<file path="src/design/pbf_pkg.sv">
// pbf_pkg: shared types and codes for the byte pipe.
// Holds operation and status codes and the controller/datapath interface structs.
// No dependencies.
`default_nettype none

package pbf_pkg;

    localparam int FUNC_W   = 3;
    localparam int BYTE_W   = 8;
    localparam int STATUS_W = 3;
    localparam int FILL_W   = 9;
    localparam int IN_W     = 16;   // func + data_in, padded to bytes
    localparam int OUT_W    = 24;   // data_out + status + is_open + fill_level, padded

    typedef enum logic [FUNC_W-1:0] {
        FN_OPEN      = 3'd0,
        FN_WRITE     = 3'd1,
        FN_READ      = 3'd2,
        FN_CLOSE_RD  = 3'd3,
        FN_CLOSE_WR  = 3'd4,
        FN_ADD_RD    = 3'd5,
        FN_ADD_WR    = 3'd6
    } func_t;

    typedef enum logic [STATUS_W-1:0] {
        ST_OK     = 3'd0,
        ST_EMPTY  = 3'd1,
        ST_FULL   = 3'd2,
        ST_CLOSED = 3'd3,
        ST_NOREAD = 3'd4,
        ST_ZERO   = 3'd5
    } status_t;

    typedef enum logic [1:0] {
        S_IDLE,
        S_EXEC,
        S_LOAD
    } state_t;

    typedef struct packed {
        logic take;   // latch the incoming request
        logic exec;   // perform the operation on pipe state
        logic load;   // move the result into the output register
    } cmd_t;

    typedef struct packed {
        logic out_free;
    } sts_t;

endpackage

`default_nettype wire

</file>
<file path="src/design/pbf_ctrl.sv">
// pbf_ctrl: request sequencer for the byte pipe.
// Drives take/exec/load commands into pbf_datapath; uses pbf_pkg types.
`default_nettype none

module pbf_ctrl (
    input  wire logic          aclk,
    input  wire logic          aresetn,
    input  wire logic          s_valid,
    output logic               s_ready,
    input  wire pbf_pkg::sts_t sts,
    output pbf_pkg::cmd_t      cmd
);

    pbf_pkg::state_t state_reg, state_next;

    always_ff @(posedge aclk) begin
        if (!aresetn) begin
            state_reg <= pbf_pkg::S_IDLE;
        end else begin
            state_reg <= state_next;
        end
    end

    always_comb begin
        state_next = state_reg;
        unique case (state_reg)
            pbf_pkg::S_IDLE: begin
                if (s_valid) begin
                    state_next = pbf_pkg::S_EXEC;
                end
            end
            pbf_pkg::S_EXEC: begin
                state_next = pbf_pkg::S_LOAD;
            end
            pbf_pkg::S_LOAD: begin
                if (sts.out_free) begin
                    state_next = pbf_pkg::S_IDLE;
                end
            end
            default: begin
                state_next = pbf_pkg::S_IDLE;
            end
        endcase
    end

    always_comb begin
        s_ready  = 1'b0;
        cmd      = '0;
        unique case (state_reg)
            pbf_pkg::S_IDLE: begin
                s_ready  = 1'b1;
                cmd.take = s_valid;
            end
            pbf_pkg::S_EXEC: begin
                cmd.exec = 1'b1;
            end
            pbf_pkg::S_LOAD: begin
                cmd.load = sts.out_free;
            end
            default: begin
                s_ready = 1'b0;
            end
        endcase
    end

endmodule

`default_nettype wire

</file>
<file path="src/design/pbf_datapath.sv">
// pbf_datapath: byte store, pointers, end counts, open flag and result register.
// Acts on commands from pbf_ctrl; uses pbf_pkg codes and structs.
`default_nettype none

module pbf_datapath #(
    parameter int PIPE_DEPTH = 512,
    parameter int COUNT_MAX  = 255
) (
    input  wire logic                          aclk,
    input  wire logic                          aresetn,
    input  wire pbf_pkg::cmd_t                 cmd,
    output pbf_pkg::sts_t                      sts,
    input  wire logic [pbf_pkg::FUNC_W-1:0]    func_in,
    input  wire logic [pbf_pkg::BYTE_W-1:0]    data_in,
    output logic                               m_valid,
    input  wire logic                          m_ready,
    output logic [pbf_pkg::BYTE_W-1:0]         data_out,
    output logic [pbf_pkg::STATUS_W-1:0]       status,
    output logic                               is_open,
    output logic [pbf_pkg::FILL_W-1:0]         fill_level
);

    localparam int PTR_W = $clog2(PIPE_DEPTH);
    localparam int LVL_W = PTR_W + 1;
    localparam int CNT_W = $clog2(COUNT_MAX + 1);
    localparam logic [PTR_W-1:0] PTR_LAST  = PTR_W'(PIPE_DEPTH - 1);
    localparam logic [LVL_W-1:0] DEPTH_LVL = LVL_W'(PIPE_DEPTH);
    localparam logic [CNT_W-1:0] CNT_MAX   = CNT_W'(COUNT_MAX);
    localparam logic [CNT_W-1:0] CNT_ONE   = CNT_W'(1);

    logic [pbf_pkg::BYTE_W-1:0] store [PIPE_DEPTH];

    pbf_pkg::func_t               func_reg;
    logic [pbf_pkg::BYTE_W-1:0]   din_reg;
    logic [PTR_W-1:0]             rp_reg, rp_next;
    logic [PTR_W-1:0]             wp_reg, wp_next;
    logic [CNT_W-1:0]             rcnt_reg, rcnt_next;
    logic [CNT_W-1:0]             wcnt_reg, wcnt_next;
    logic                         open_reg, open_next;
    pbf_pkg::status_t             st_reg, st_next;
    logic                         rd_ok_reg, rd_ok_next;
    logic                         mem_we;
    logic [pbf_pkg::BYTE_W-1:0]   rdata_reg;

    logic                         mvalid_reg;
    logic [pbf_pkg::BYTE_W-1:0]   dout_reg;
    pbf_pkg::status_t             ost_reg;
    logic                         oopen_reg;
    logic [pbf_pkg::FILL_W-1:0]   fill_reg;

    logic [PTR_W-1:0]             wp_adv, rp_adv;
    logic [LVL_W-1:0]             level;

    assign wp_adv = (wp_reg == PTR_LAST) ? '0 : wp_reg + PTR_W'(1);
    assign rp_adv = (rp_reg == PTR_LAST) ? '0 : rp_reg + PTR_W'(1);

    // wrapped distance; depth need not be a power of two
    assign level = (wp_reg >= rp_reg) ? ({1'b0, wp_reg} - {1'b0, rp_reg})
                                      : (DEPTH_LVL - {1'b0, rp_reg} + {1'b0, wp_reg});

    always_comb begin
        rp_next    = rp_reg;
        wp_next    = wp_reg;
        rcnt_next  = rcnt_reg;
        wcnt_next  = wcnt_reg;
        open_next  = open_reg;
        st_next    = pbf_pkg::ST_OK;
        rd_ok_next = 1'b0;
        mem_we     = 1'b0;
        unique case (func_reg)
            pbf_pkg::FN_OPEN: begin
                rp_next   = '0;
                wp_next   = '0;
                rcnt_next = CNT_ONE;
                wcnt_next = CNT_ONE;
                open_next = 1'b1;
            end
            pbf_pkg::FN_WRITE: begin
                priority if (!open_reg) begin
                    st_next = pbf_pkg::ST_CLOSED;
                end else if (rcnt_reg == '0) begin
                    st_next = pbf_pkg::ST_NOREAD;
                end else if (wp_adv == rp_reg) begin
                    st_next = pbf_pkg::ST_FULL;
                end else begin
                    mem_we  = 1'b1;
                    wp_next = wp_adv;
                end
            end
            pbf_pkg::FN_READ: begin
                priority if (!open_reg) begin
                    st_next = pbf_pkg::ST_CLOSED;
                end else if (rp_reg == wp_reg) begin
                    st_next = pbf_pkg::ST_EMPTY;
                end else begin
                    rd_ok_next = 1'b1;
                    rp_next    = rp_adv;
                end
            end
            pbf_pkg::FN_CLOSE_RD: begin
                if (rcnt_reg == '0) begin
                    st_next = pbf_pkg::ST_ZERO;
                end else begin
                    rcnt_next = rcnt_reg - CNT_ONE;
                end
                if (rcnt_next == '0 && wcnt_reg == '0) begin
                    open_next = 1'b0;
                end
            end
            pbf_pkg::FN_CLOSE_WR: begin
                if (wcnt_reg == '0) begin
                    st_next = pbf_pkg::ST_ZERO;
                end else begin
                    wcnt_next = wcnt_reg - CNT_ONE;
                end
                if (rcnt_reg == '0 && wcnt_next == '0) begin
                    open_next = 1'b0;
                end
            end
            pbf_pkg::FN_ADD_RD: begin
                if (rcnt_reg < CNT_MAX) begin
                    rcnt_next = rcnt_reg + CNT_ONE;
                end
            end
            pbf_pkg::FN_ADD_WR: begin
                if (wcnt_reg < CNT_MAX) begin
                    wcnt_next = wcnt_reg + CNT_ONE;
                end
            end
            default: begin
                st_next = pbf_pkg::ST_OK;   // unused code: no-op
            end
        endcase
    end

    // byte store: one write port, one registered read port, both at the pointers
    always_ff @(posedge aclk) begin
        if (cmd.exec && mem_we) begin
            store[wp_reg] <= din_reg;
        end
        if (cmd.exec) begin
            rdata_reg <= store[rp_reg];
        end
    end

    always_ff @(posedge aclk) begin
        if (cmd.take) begin
            func_reg <= pbf_pkg::func_t'(func_in);
            din_reg  <= data_in;
        end
        if (cmd.exec) begin
            st_reg    <= st_next;
            rd_ok_reg <= rd_ok_next;
        end
        if (cmd.load) begin
            dout_reg  <= rd_ok_reg ? rdata_reg : '0;
            ost_reg   <= st_reg;
            oopen_reg <= open_reg;
            fill_reg  <= pbf_pkg::FILL_W'(level);
        end
    end

    always_ff @(posedge aclk) begin
        if (!aresetn) begin
            rp_reg     <= '0;
            wp_reg     <= '0;
            rcnt_reg   <= '0;
            wcnt_reg   <= '0;
            open_reg   <= 1'b0;
            mvalid_reg <= 1'b0;
        end else begin
            if (cmd.exec) begin
                rp_reg   <= rp_next;
                wp_reg   <= wp_next;
                rcnt_reg <= rcnt_next;
                wcnt_reg <= wcnt_next;
                open_reg <= open_next;
            end
            if (cmd.load) begin
                mvalid_reg <= 1'b1;
            end else if (m_ready) begin
                mvalid_reg <= 1'b0;
            end
        end
    end

    assign sts.out_free = !mvalid_reg || m_ready;
    assign m_valid      = mvalid_reg;
    assign data_out     = dout_reg;
    assign status       = ost_reg;
    assign is_open      = oopen_reg;
    assign fill_level   = fill_reg;

endmodule

`default_nettype wire

</file>
<file path="src/design/pipe_byte_fifo_with_endpoints.sv">
// Byte pipe top level: stream ports around pbf_ctrl and pbf_datapath.
// Depends on pbf_pkg, pbf_ctrl, pbf_datapath.
//
// Each request on the s_axis side is one operation on a circular byte FIFO of
// PIPE_DEPTH slots (one slot always kept empty) plus reader/writer end counts
// and an open flag; each produces exactly one result on m_axis. A request passes
// through capture, execute (state update plus a registered read of the
// single-port-per-side byte memory), and transfer to the output register, which
// waits while the sink stalls the previous result. A new request is taken as soon
// as the previous result sits in the output register, so requests are handled one
// at a time. fill_level reports the low nine bits of the held byte count.
// Reset needs no clearing pass; stored bytes are only read after being written.
`default_nettype none

module pipe_byte_fifo_with_endpoints #(
    parameter int PIPE_DEPTH = 512,
    parameter int COUNT_MAX  = 255
) (
    input  wire logic                        aclk,
    input  wire logic                        aresetn,
    input  wire logic                        s_axis_tvalid,
    output logic                             s_axis_tready,
    // [2:0] func, [10:3] data_in, [15:11] zero
    input  wire logic [pbf_pkg::IN_W-1:0]    s_axis_tdata,
    output logic                             m_axis_tvalid,
    input  wire logic                        m_axis_tready,
    // [7:0] data_out, [10:8] status, [11] is_open, [20:12] fill_level, [23:21] zero
    output logic [pbf_pkg::OUT_W-1:0]        m_axis_tdata
);

    pbf_pkg::cmd_t                 cmd;
    pbf_pkg::sts_t                 sts;
    logic [pbf_pkg::BYTE_W-1:0]    data_out;
    logic [pbf_pkg::STATUS_W-1:0]  status;
    logic                          is_open;
    logic [pbf_pkg::FILL_W-1:0]    fill_level;

    pbf_ctrl u_ctrl (
        .aclk    (aclk),
        .aresetn (aresetn),
        .s_valid (s_axis_tvalid),
        .s_ready (s_axis_tready),
        .sts     (sts),
        .cmd     (cmd)
    );

    pbf_datapath #(
        .PIPE_DEPTH (PIPE_DEPTH),
        .COUNT_MAX  (COUNT_MAX)
    ) u_dp (
        .aclk       (aclk),
        .aresetn    (aresetn),
        .cmd        (cmd),
        .sts        (sts),
        .func_in    (s_axis_tdata[2:0]),
        .data_in    (s_axis_tdata[10:3]),
        .m_valid    (m_axis_tvalid),
        .m_ready    (m_axis_tready),
        .data_out   (data_out),
        .status     (status),
        .is_open    (is_open),
        .fill_level (fill_level)
    );

    assign m_axis_tdata = {3'b000, fill_level, is_open, status, data_out};

endmodule

`default_nettype wire

</file>
<file path="config.mk">
export PLATFORM = sky130hd
export DESIGN_NAME = pipe_byte_fifo_with_endpoints
export DESIGN_NICKNAME = d
export VERILOG_FILES = /design/src/design/pbf_pkg.sv /design/src/design/pbf_ctrl.sv /design/src/design/pbf_datapath.sv /design/src/design/pipe_byte_fifo_with_endpoints.sv
export SDC_FILE = /design/constraint.sdc
export NUM_CORES = 2
export LEC_CHECK = 0
export ABC_AREA = 1
export BUFFER_PORTS_ARGS = -buffer_cell sky130_fd_sc_hd__buf_2
export CORE_ASPECT_RATIO = 1.75
export CORE_MARGIN = 2
export CORE_UTILIZATION = 35
export DETAILED_ROUTE_END_ITERATION = 10
export PLACE_DENSITY = 0.45
export SLEW_MARGIN = 5
export SYNTH_ARGS = -nofsm -noshare
export SYNTH_HDL_FRONTEND = slang
export SYNTH_HIERARCHICAL = 1
export SYNTH_SLANG_ARGS = --single-unit
export TNS_END_PERCENT = 10
</file>
<file path="constraint.sdc">
create_clock -name aclk -period 15.4 [get_ports aclk]
set_input_delay 1.54 -clock aclk [delete_from_list [all_inputs] [get_ports aclk]]
set_output_delay 1.54 -clock aclk [all_outputs]
set_load 0.1 [all_outputs]
</file>
=== After elaboration in Yosys (flattened, before gate mapping) ===
Memory sizes are Yosys's and may differ from the RTL's. A register that Yosys moved wholly into a read port is not among the register bits.
Cells that the tools add are included.
Widths: inputs -> output; s select.

* Bitwise logic cells: 0
* Magnitude comparators: 3
* Multiply operators: 0
* Mux-type cells: 45
* Reduce and logical (&&, ||, !) cells: 24
* Shifts and indexed selects: 0
* Eq/ne operators: 23
* Add/subtract/negate cells: 9
* Div/mod/pow operators: 0

{| class="wikitable"
|+ Operators by type and width
! kind !! number
|-
| $mux 9 || 8
|-
| $mux 8 || 6
|-
| $pmux 8 s3 || 2
|-
| $pmux 9 s2 || 2
|-
| $logic_not 8->1 || 4
|-
| $add 9x1->9 const B || 2
|-
| $eq 9x9->1 || 2
|-
| $eq 9x9->1 const B || 2
|-
| $add 8x1->8 const B || 2
|-
| $lt 8x8->1 const B || 2
|-
| $mux 1 || 16
|-
| $sub 8x1->8 const B || 2
|-
| $mux 3 || 5
|-
| $ne 2x1->1 const B || 7
|-
| $pmux 3 s4 || 1
|-
| $add 9x9->9 || 1
|-
| $eq 3x3->1 const B || 3
|-
| $ge 9x9->1 || 1
|-
| $reduce_bool 3->1 || 3
|-
| $sub 1x9->9 const A || 1
|-
| $sub 9x9->9 || 1
|-
| $ne 2x2->1 const B || 4
|-
| $reduce_and 4->1 || 2
|-
| $eq 3x2->1 const B || 2
|-
| 15 further kinds || 23
|}

* Bits of input ports: 20
* Output and inout bits: 26
* Latch bits: 0
* Logic and storage cells: 120
* Memories: 1
* Memory bits (writable): 4096
* Flip-flop bits (word level): 74
* Bits in read-only memories: 0

{| class="wikitable"
|+ Memory list
! memory !! words !! bits a word !! read ports !! clocked after memory_dff !! write ports !! RTL line !! text
|-
| u_dp.store || 512 || 8 || 1 || 1 || 1 || pbf_datapath.sv:31 || <nowiki>logic [pbf_pkg::BYTE_W-1:0] store [PIPE_DEPTH];</nowiki>
|}

=== Depth between registers and ports, before layout ===
* Depth after elaboration: 10
* Gate-level depth with buffers: 20

=== Cells and area by module ===
Netlist, hierarchy kept.

{| class="wikitable"
|+ By module, submodules not included
! module !! area each (um^2) !! times used !! cells each !! sequential area each (um^2)
|-
| pbf_datapath || 170283.3 || 1 || 14638 || 125039.9
|-
| pbf_ctrl || 113.9 || 1 || 17 || 40.0
|-
| pipe_byte_fifo_with_endpoints || 33.8 || 1 || 5 || 0.0
|}

=== Worst setup path before layout ===
OpenSTA, ideal clock, no wires.

* Kind: register to register
* Start: reg u_dp/din_reg[0] (netlist name)
* End: mem u_dp/store[0][0] (netlist name) (data pin)
* Cell stages (with the launch flop): 1
* Period minus slack after synthesis: 7.593 ns
* Arrival time: 6.158 ns
* Setup time: 1.435 ns
* Required time: 13.965 ns
* Path buffers: 0
* Path slack: 7.807 ns
* Cell sequence: edfxtp_1

{| class="wikitable"
|+ RTL lines
! item !! RTL line !! text
|-
| start, declared || pbf_datapath.sv:34 || <nowiki>logic [pbf_pkg::BYTE_W-1:0] din_reg;</nowiki>
|-
| start signal, assigned || pbf_datapath.sv:149 || <nowiki>din_reg <= data_in;</nowiki>
|-
| end, declared || pbf_datapath.sv:31 ||
|}

No word-level cell before the write port.

==> impl_metrics.csv <==
group,metric,value,unit
synthesis,synth_edf_count,4140,
setup_path,cp_data_arrival_time,7.10,ns
synthesis,synthesis.instances,14700,
sta,hold_viol,0,
floorplanning,dieArea,493000,sq um
worst_hold_path,hold_path.class,"flip-flop to flip-flop",
cts,clk_pin_slew,0.06,ns
detailed_routing,ant_nets,0,
setup_path,critPathSlowestCell,"buf_4",
setup_path,cp-end-kind,"flip-flop",
setup_path,cp_top_family,"buffers and inverters",
final_layout,flow.area_growth_from_synthesis,11.3,%
floorplanning,die_w,532,um
detailed_routing,drc,0,
final_layout,ff_latch_area,125000,sq um
global_routing,grt_pass1_vias,107000,
placed_design,place_hpwl,304,mm
setup_path,startpoint,"u_dp/rp_reg[0]$_SDFFE_PN0P_",
synthesis,synth_most_common_cell,"nand2_1",
global_routing,gr-total-overflow,0,
final_layout,final_util,0.390,
detailed_routing,post_drt_wl_per_cell,25.4,um
setup_path,crit_fanout,81,
floorplanning,fp.coreArea,486000,sq um
placed_design,pre_cts_ws,9.05,ns
synthesis,yosysTopAreaCell,"edfxtp_1",
sta,drv_slew,0,
detailed_routing,first_pass_iters,5,
setup_path,cp.required,16.23,ns
final_layout,multiInputGateArea,41000,sq um
sta,whs,0.421,ns
synthesis,syn-cell-area,170000,sq um
setup_path,slowest_delay,0.87,ns
synthesis,ys_async_sr_fraction,0,
setup_path,cp-endpoint,"u_dp/rdata_reg[6]$_DFFE_PP_",
pwr,powerDensity,122,nW/um^2
cts,cts_sinks,4178,
detailed_routing,viasPerCell,5.16,
synthesis,ys_types,35,
final_layout,largest_reg_flops,4096,
cts,cts_root_buf,"clkbuf_16",
setup_path,path_cells,"buf_4 > buf_4 > buf_4 > buf_4 > buf_4 > nand2_1 > nand3_1 > nand3_1 > nand2_1 > nand2_1 > nand3_1 > nand3_1 > nand2_1 > nand2_1 > nand2_1 > inv_1 > nand2_1 > nand2_1 > nand2_1",
sta,setup_viol,0,
floorplanning,ios,46,
cts,postCtsSetupBuffers,0,
synthesis,synth_common_cells,"4621 x nand2_1, 4140 x edfxtp_1, 3943 x nand3_1",
floorplanning,start_util,0.351,
pwr,leakage,0.0647,uW
setup_path,r2r_start,"u_dp/rp_reg[0]$_SDFFE_PN0P_",
placed_design,place.gp.congestion,0.799,
pwr,ir_worst_vdd,0.0000827,V
cts,post_cts_resized,0,
floorplanning,die_height,927,um
sta,max_slew_margin,0.115,
run,cap_violations,0,
cts,cts_max_level,5,
pwr,power,23100,uW
global_routing,antenna_found_initial,25,
floorplanning,rows,339,
status,status,"completed",
synthesis,synth_flop_cell,"edfxtp_1",
setup_path,worstReg2RegEnd,"u_dp/rdata_reg[6]$_DFFE_PP_",
setup_path,reg2reg_setup_slack,9.13,ns
sta,fin_skew,0.0304,ns
cts,clock_path_buffers,4,
sta,fin_tns_setup,0,ns
synthesis,ys_seq_elements,4178,
sta,min_period,6.27,ns
final_layout,regMostFlops,"u_dp/store",
global_routing,grt_pass1_wl,768,mm
setup_path,criticalPathCategory,"flip-flop to flip-flop",
sta,fin_ws,9.13,ns
cts,cts_buffers,398,
placed_design,io_buffers,37,
setup_path,cp_num_cells,19,
global_routing,grt_start_max_net_pins,169,
global_routing,globalRouteTotalUtil,0.212,
final_layout,fill_cells,46900,
synthesis,ys_top_cells_by_area,"edfxtp_1 73%, nand3_1 12%, nand2_1 10%",
detailed_routing,wl,538,mm
detailed_routing,vias,109000,
final_layout,finalNetCount,14400,
final_layout,drive_above_1_share,0.0596,
synthesis,ys_warn_count,6,
cts,clock_latency,0.97,ns
sta,finalCritPeriodShare,0.407,
setup_path,critPathLaunchType,"flip-flop",
synthesis,synth_top_area_share,0.729,
sta,tightest_slew,1.32,ns
setup_path,timing.critical_path.buf_inv,6,
sta,fmax,0.160,GHz
cts,cts_tree,"done",
detailed_routing,drtIter0Drc,8476,
synthesis,ys_seq_area_frac,0.734,
setup_path,worst_path_most_repeated_cell,"nand2_1",
synthesis,avgSynthCellArea,11.6,sq um
setup_path,rr_worst_depth,19,
cts,hold_buffers,0,
sta,grt_setup_unrepaired,"no",
-- cell type report --
| class | instances | share of cell area |
|---|---|---|
| clock buffers | 500 | 0.0558 |
| inverters | 135 | 0.00288 |
| repair buffers | 262 | 0.0122 |
| diodes | 27 | 0.000356 |
| well taps | 6479 | 0.0427 |
| multi-input cells | 9346 | 0.216 |
| flip-flops and latches | 4178 | 0.660 |
| clock inverters | 213 | 0.0103 |
-- metrics by stage --
step	cell area (sq um)	cells
after detailed placement	177000	20400
after floorplan	170000	14700
after global placement	177000	20400
final	190000	21100
after CTS	190000	21100
after global routing	190000	21100
-- metal layers --
metal	global-route usage	share of wire	vias up
met1	0.256	0.39	54600
met3	0.0211	0.041	818
li1	-	-	51100
met2	0.382	0.52	2644
met4	0.0890	0.044	0
met5	0	0	-
-- kinds of logic (layout without fill, tap and decap cells) --
group,after synthesis,count (layout),share of synthesized area
buffers and inverters,1138,1110,0.0267
XOR/XNOR,20,20,0.00103
AND/OR/NAND/NOR,9199,9199,0.233
flip-flops,4178,4178,0.734
adder cells (fa/ha/maj),23,23,0.00173
other,1,30,0.0000220
AO/OA/AOI/OAI,101,101,0.00327
-- power breakdown --
| group | switching, uW | internal (uW) |
|---|---|---|
| combinational | 632 | 145 |
| sequential | 11.6 | 12500 |
| clock | 4320 | 5410 |
| total | 4970 | 18100 |
-- cell usage in the layout (no fill, tap or decap), types with 14 or more instances in the layout --
master and n:
nand2_1 4613, edfxtp_1 4140, nand3_1 3935, nor2_1 539
clkbuf_16 408, buf_4 190, inv_1 120, clkbuf_1 90
clkinv_1 86, clkinv_2 72, nor3_1 46, a21oi_1 40
buf_2 37, o21ai_0 35, buf_12 35, bufinv_16 33
dfxtp_1 32, diode_2 27, ha_1 22, nand4_2 19
xor2_1 16, nand4_1 14
-- worst min-delay path by stage --
stage                                   from                       end  slack, ns  cells after the start
CTS                 u_dp/st_reg[0]$_DFFE_PP_  u_dp/status[0]$_DFFE_PP_       0.43                      0
floorplan           u_dp/st_reg[0]$_DFFE_PP_  u_dp/status[0]$_DFFE_PP_       0.40                      0
global route        u_dp/st_reg[0]$_DFFE_PP_  u_dp/status[0]$_DFFE_PP_       0.44                      0
detailed placement  u_dp/st_reg[2]$_DFFE_PP_  u_dp/status[2]$_DFFE_PP_       0.41                      0
finish              u_dp/st_reg[0]$_DFFE_PP_  u_dp/status[0]$_DFFE_PP_       0.42                      0
global placement    u_dp/st_reg[0]$_DFFE_PP_  u_dp/status[0]$_DFFE_PP_       0.41                      0
No activity file was read; power rests on OpenSTA's default activity.
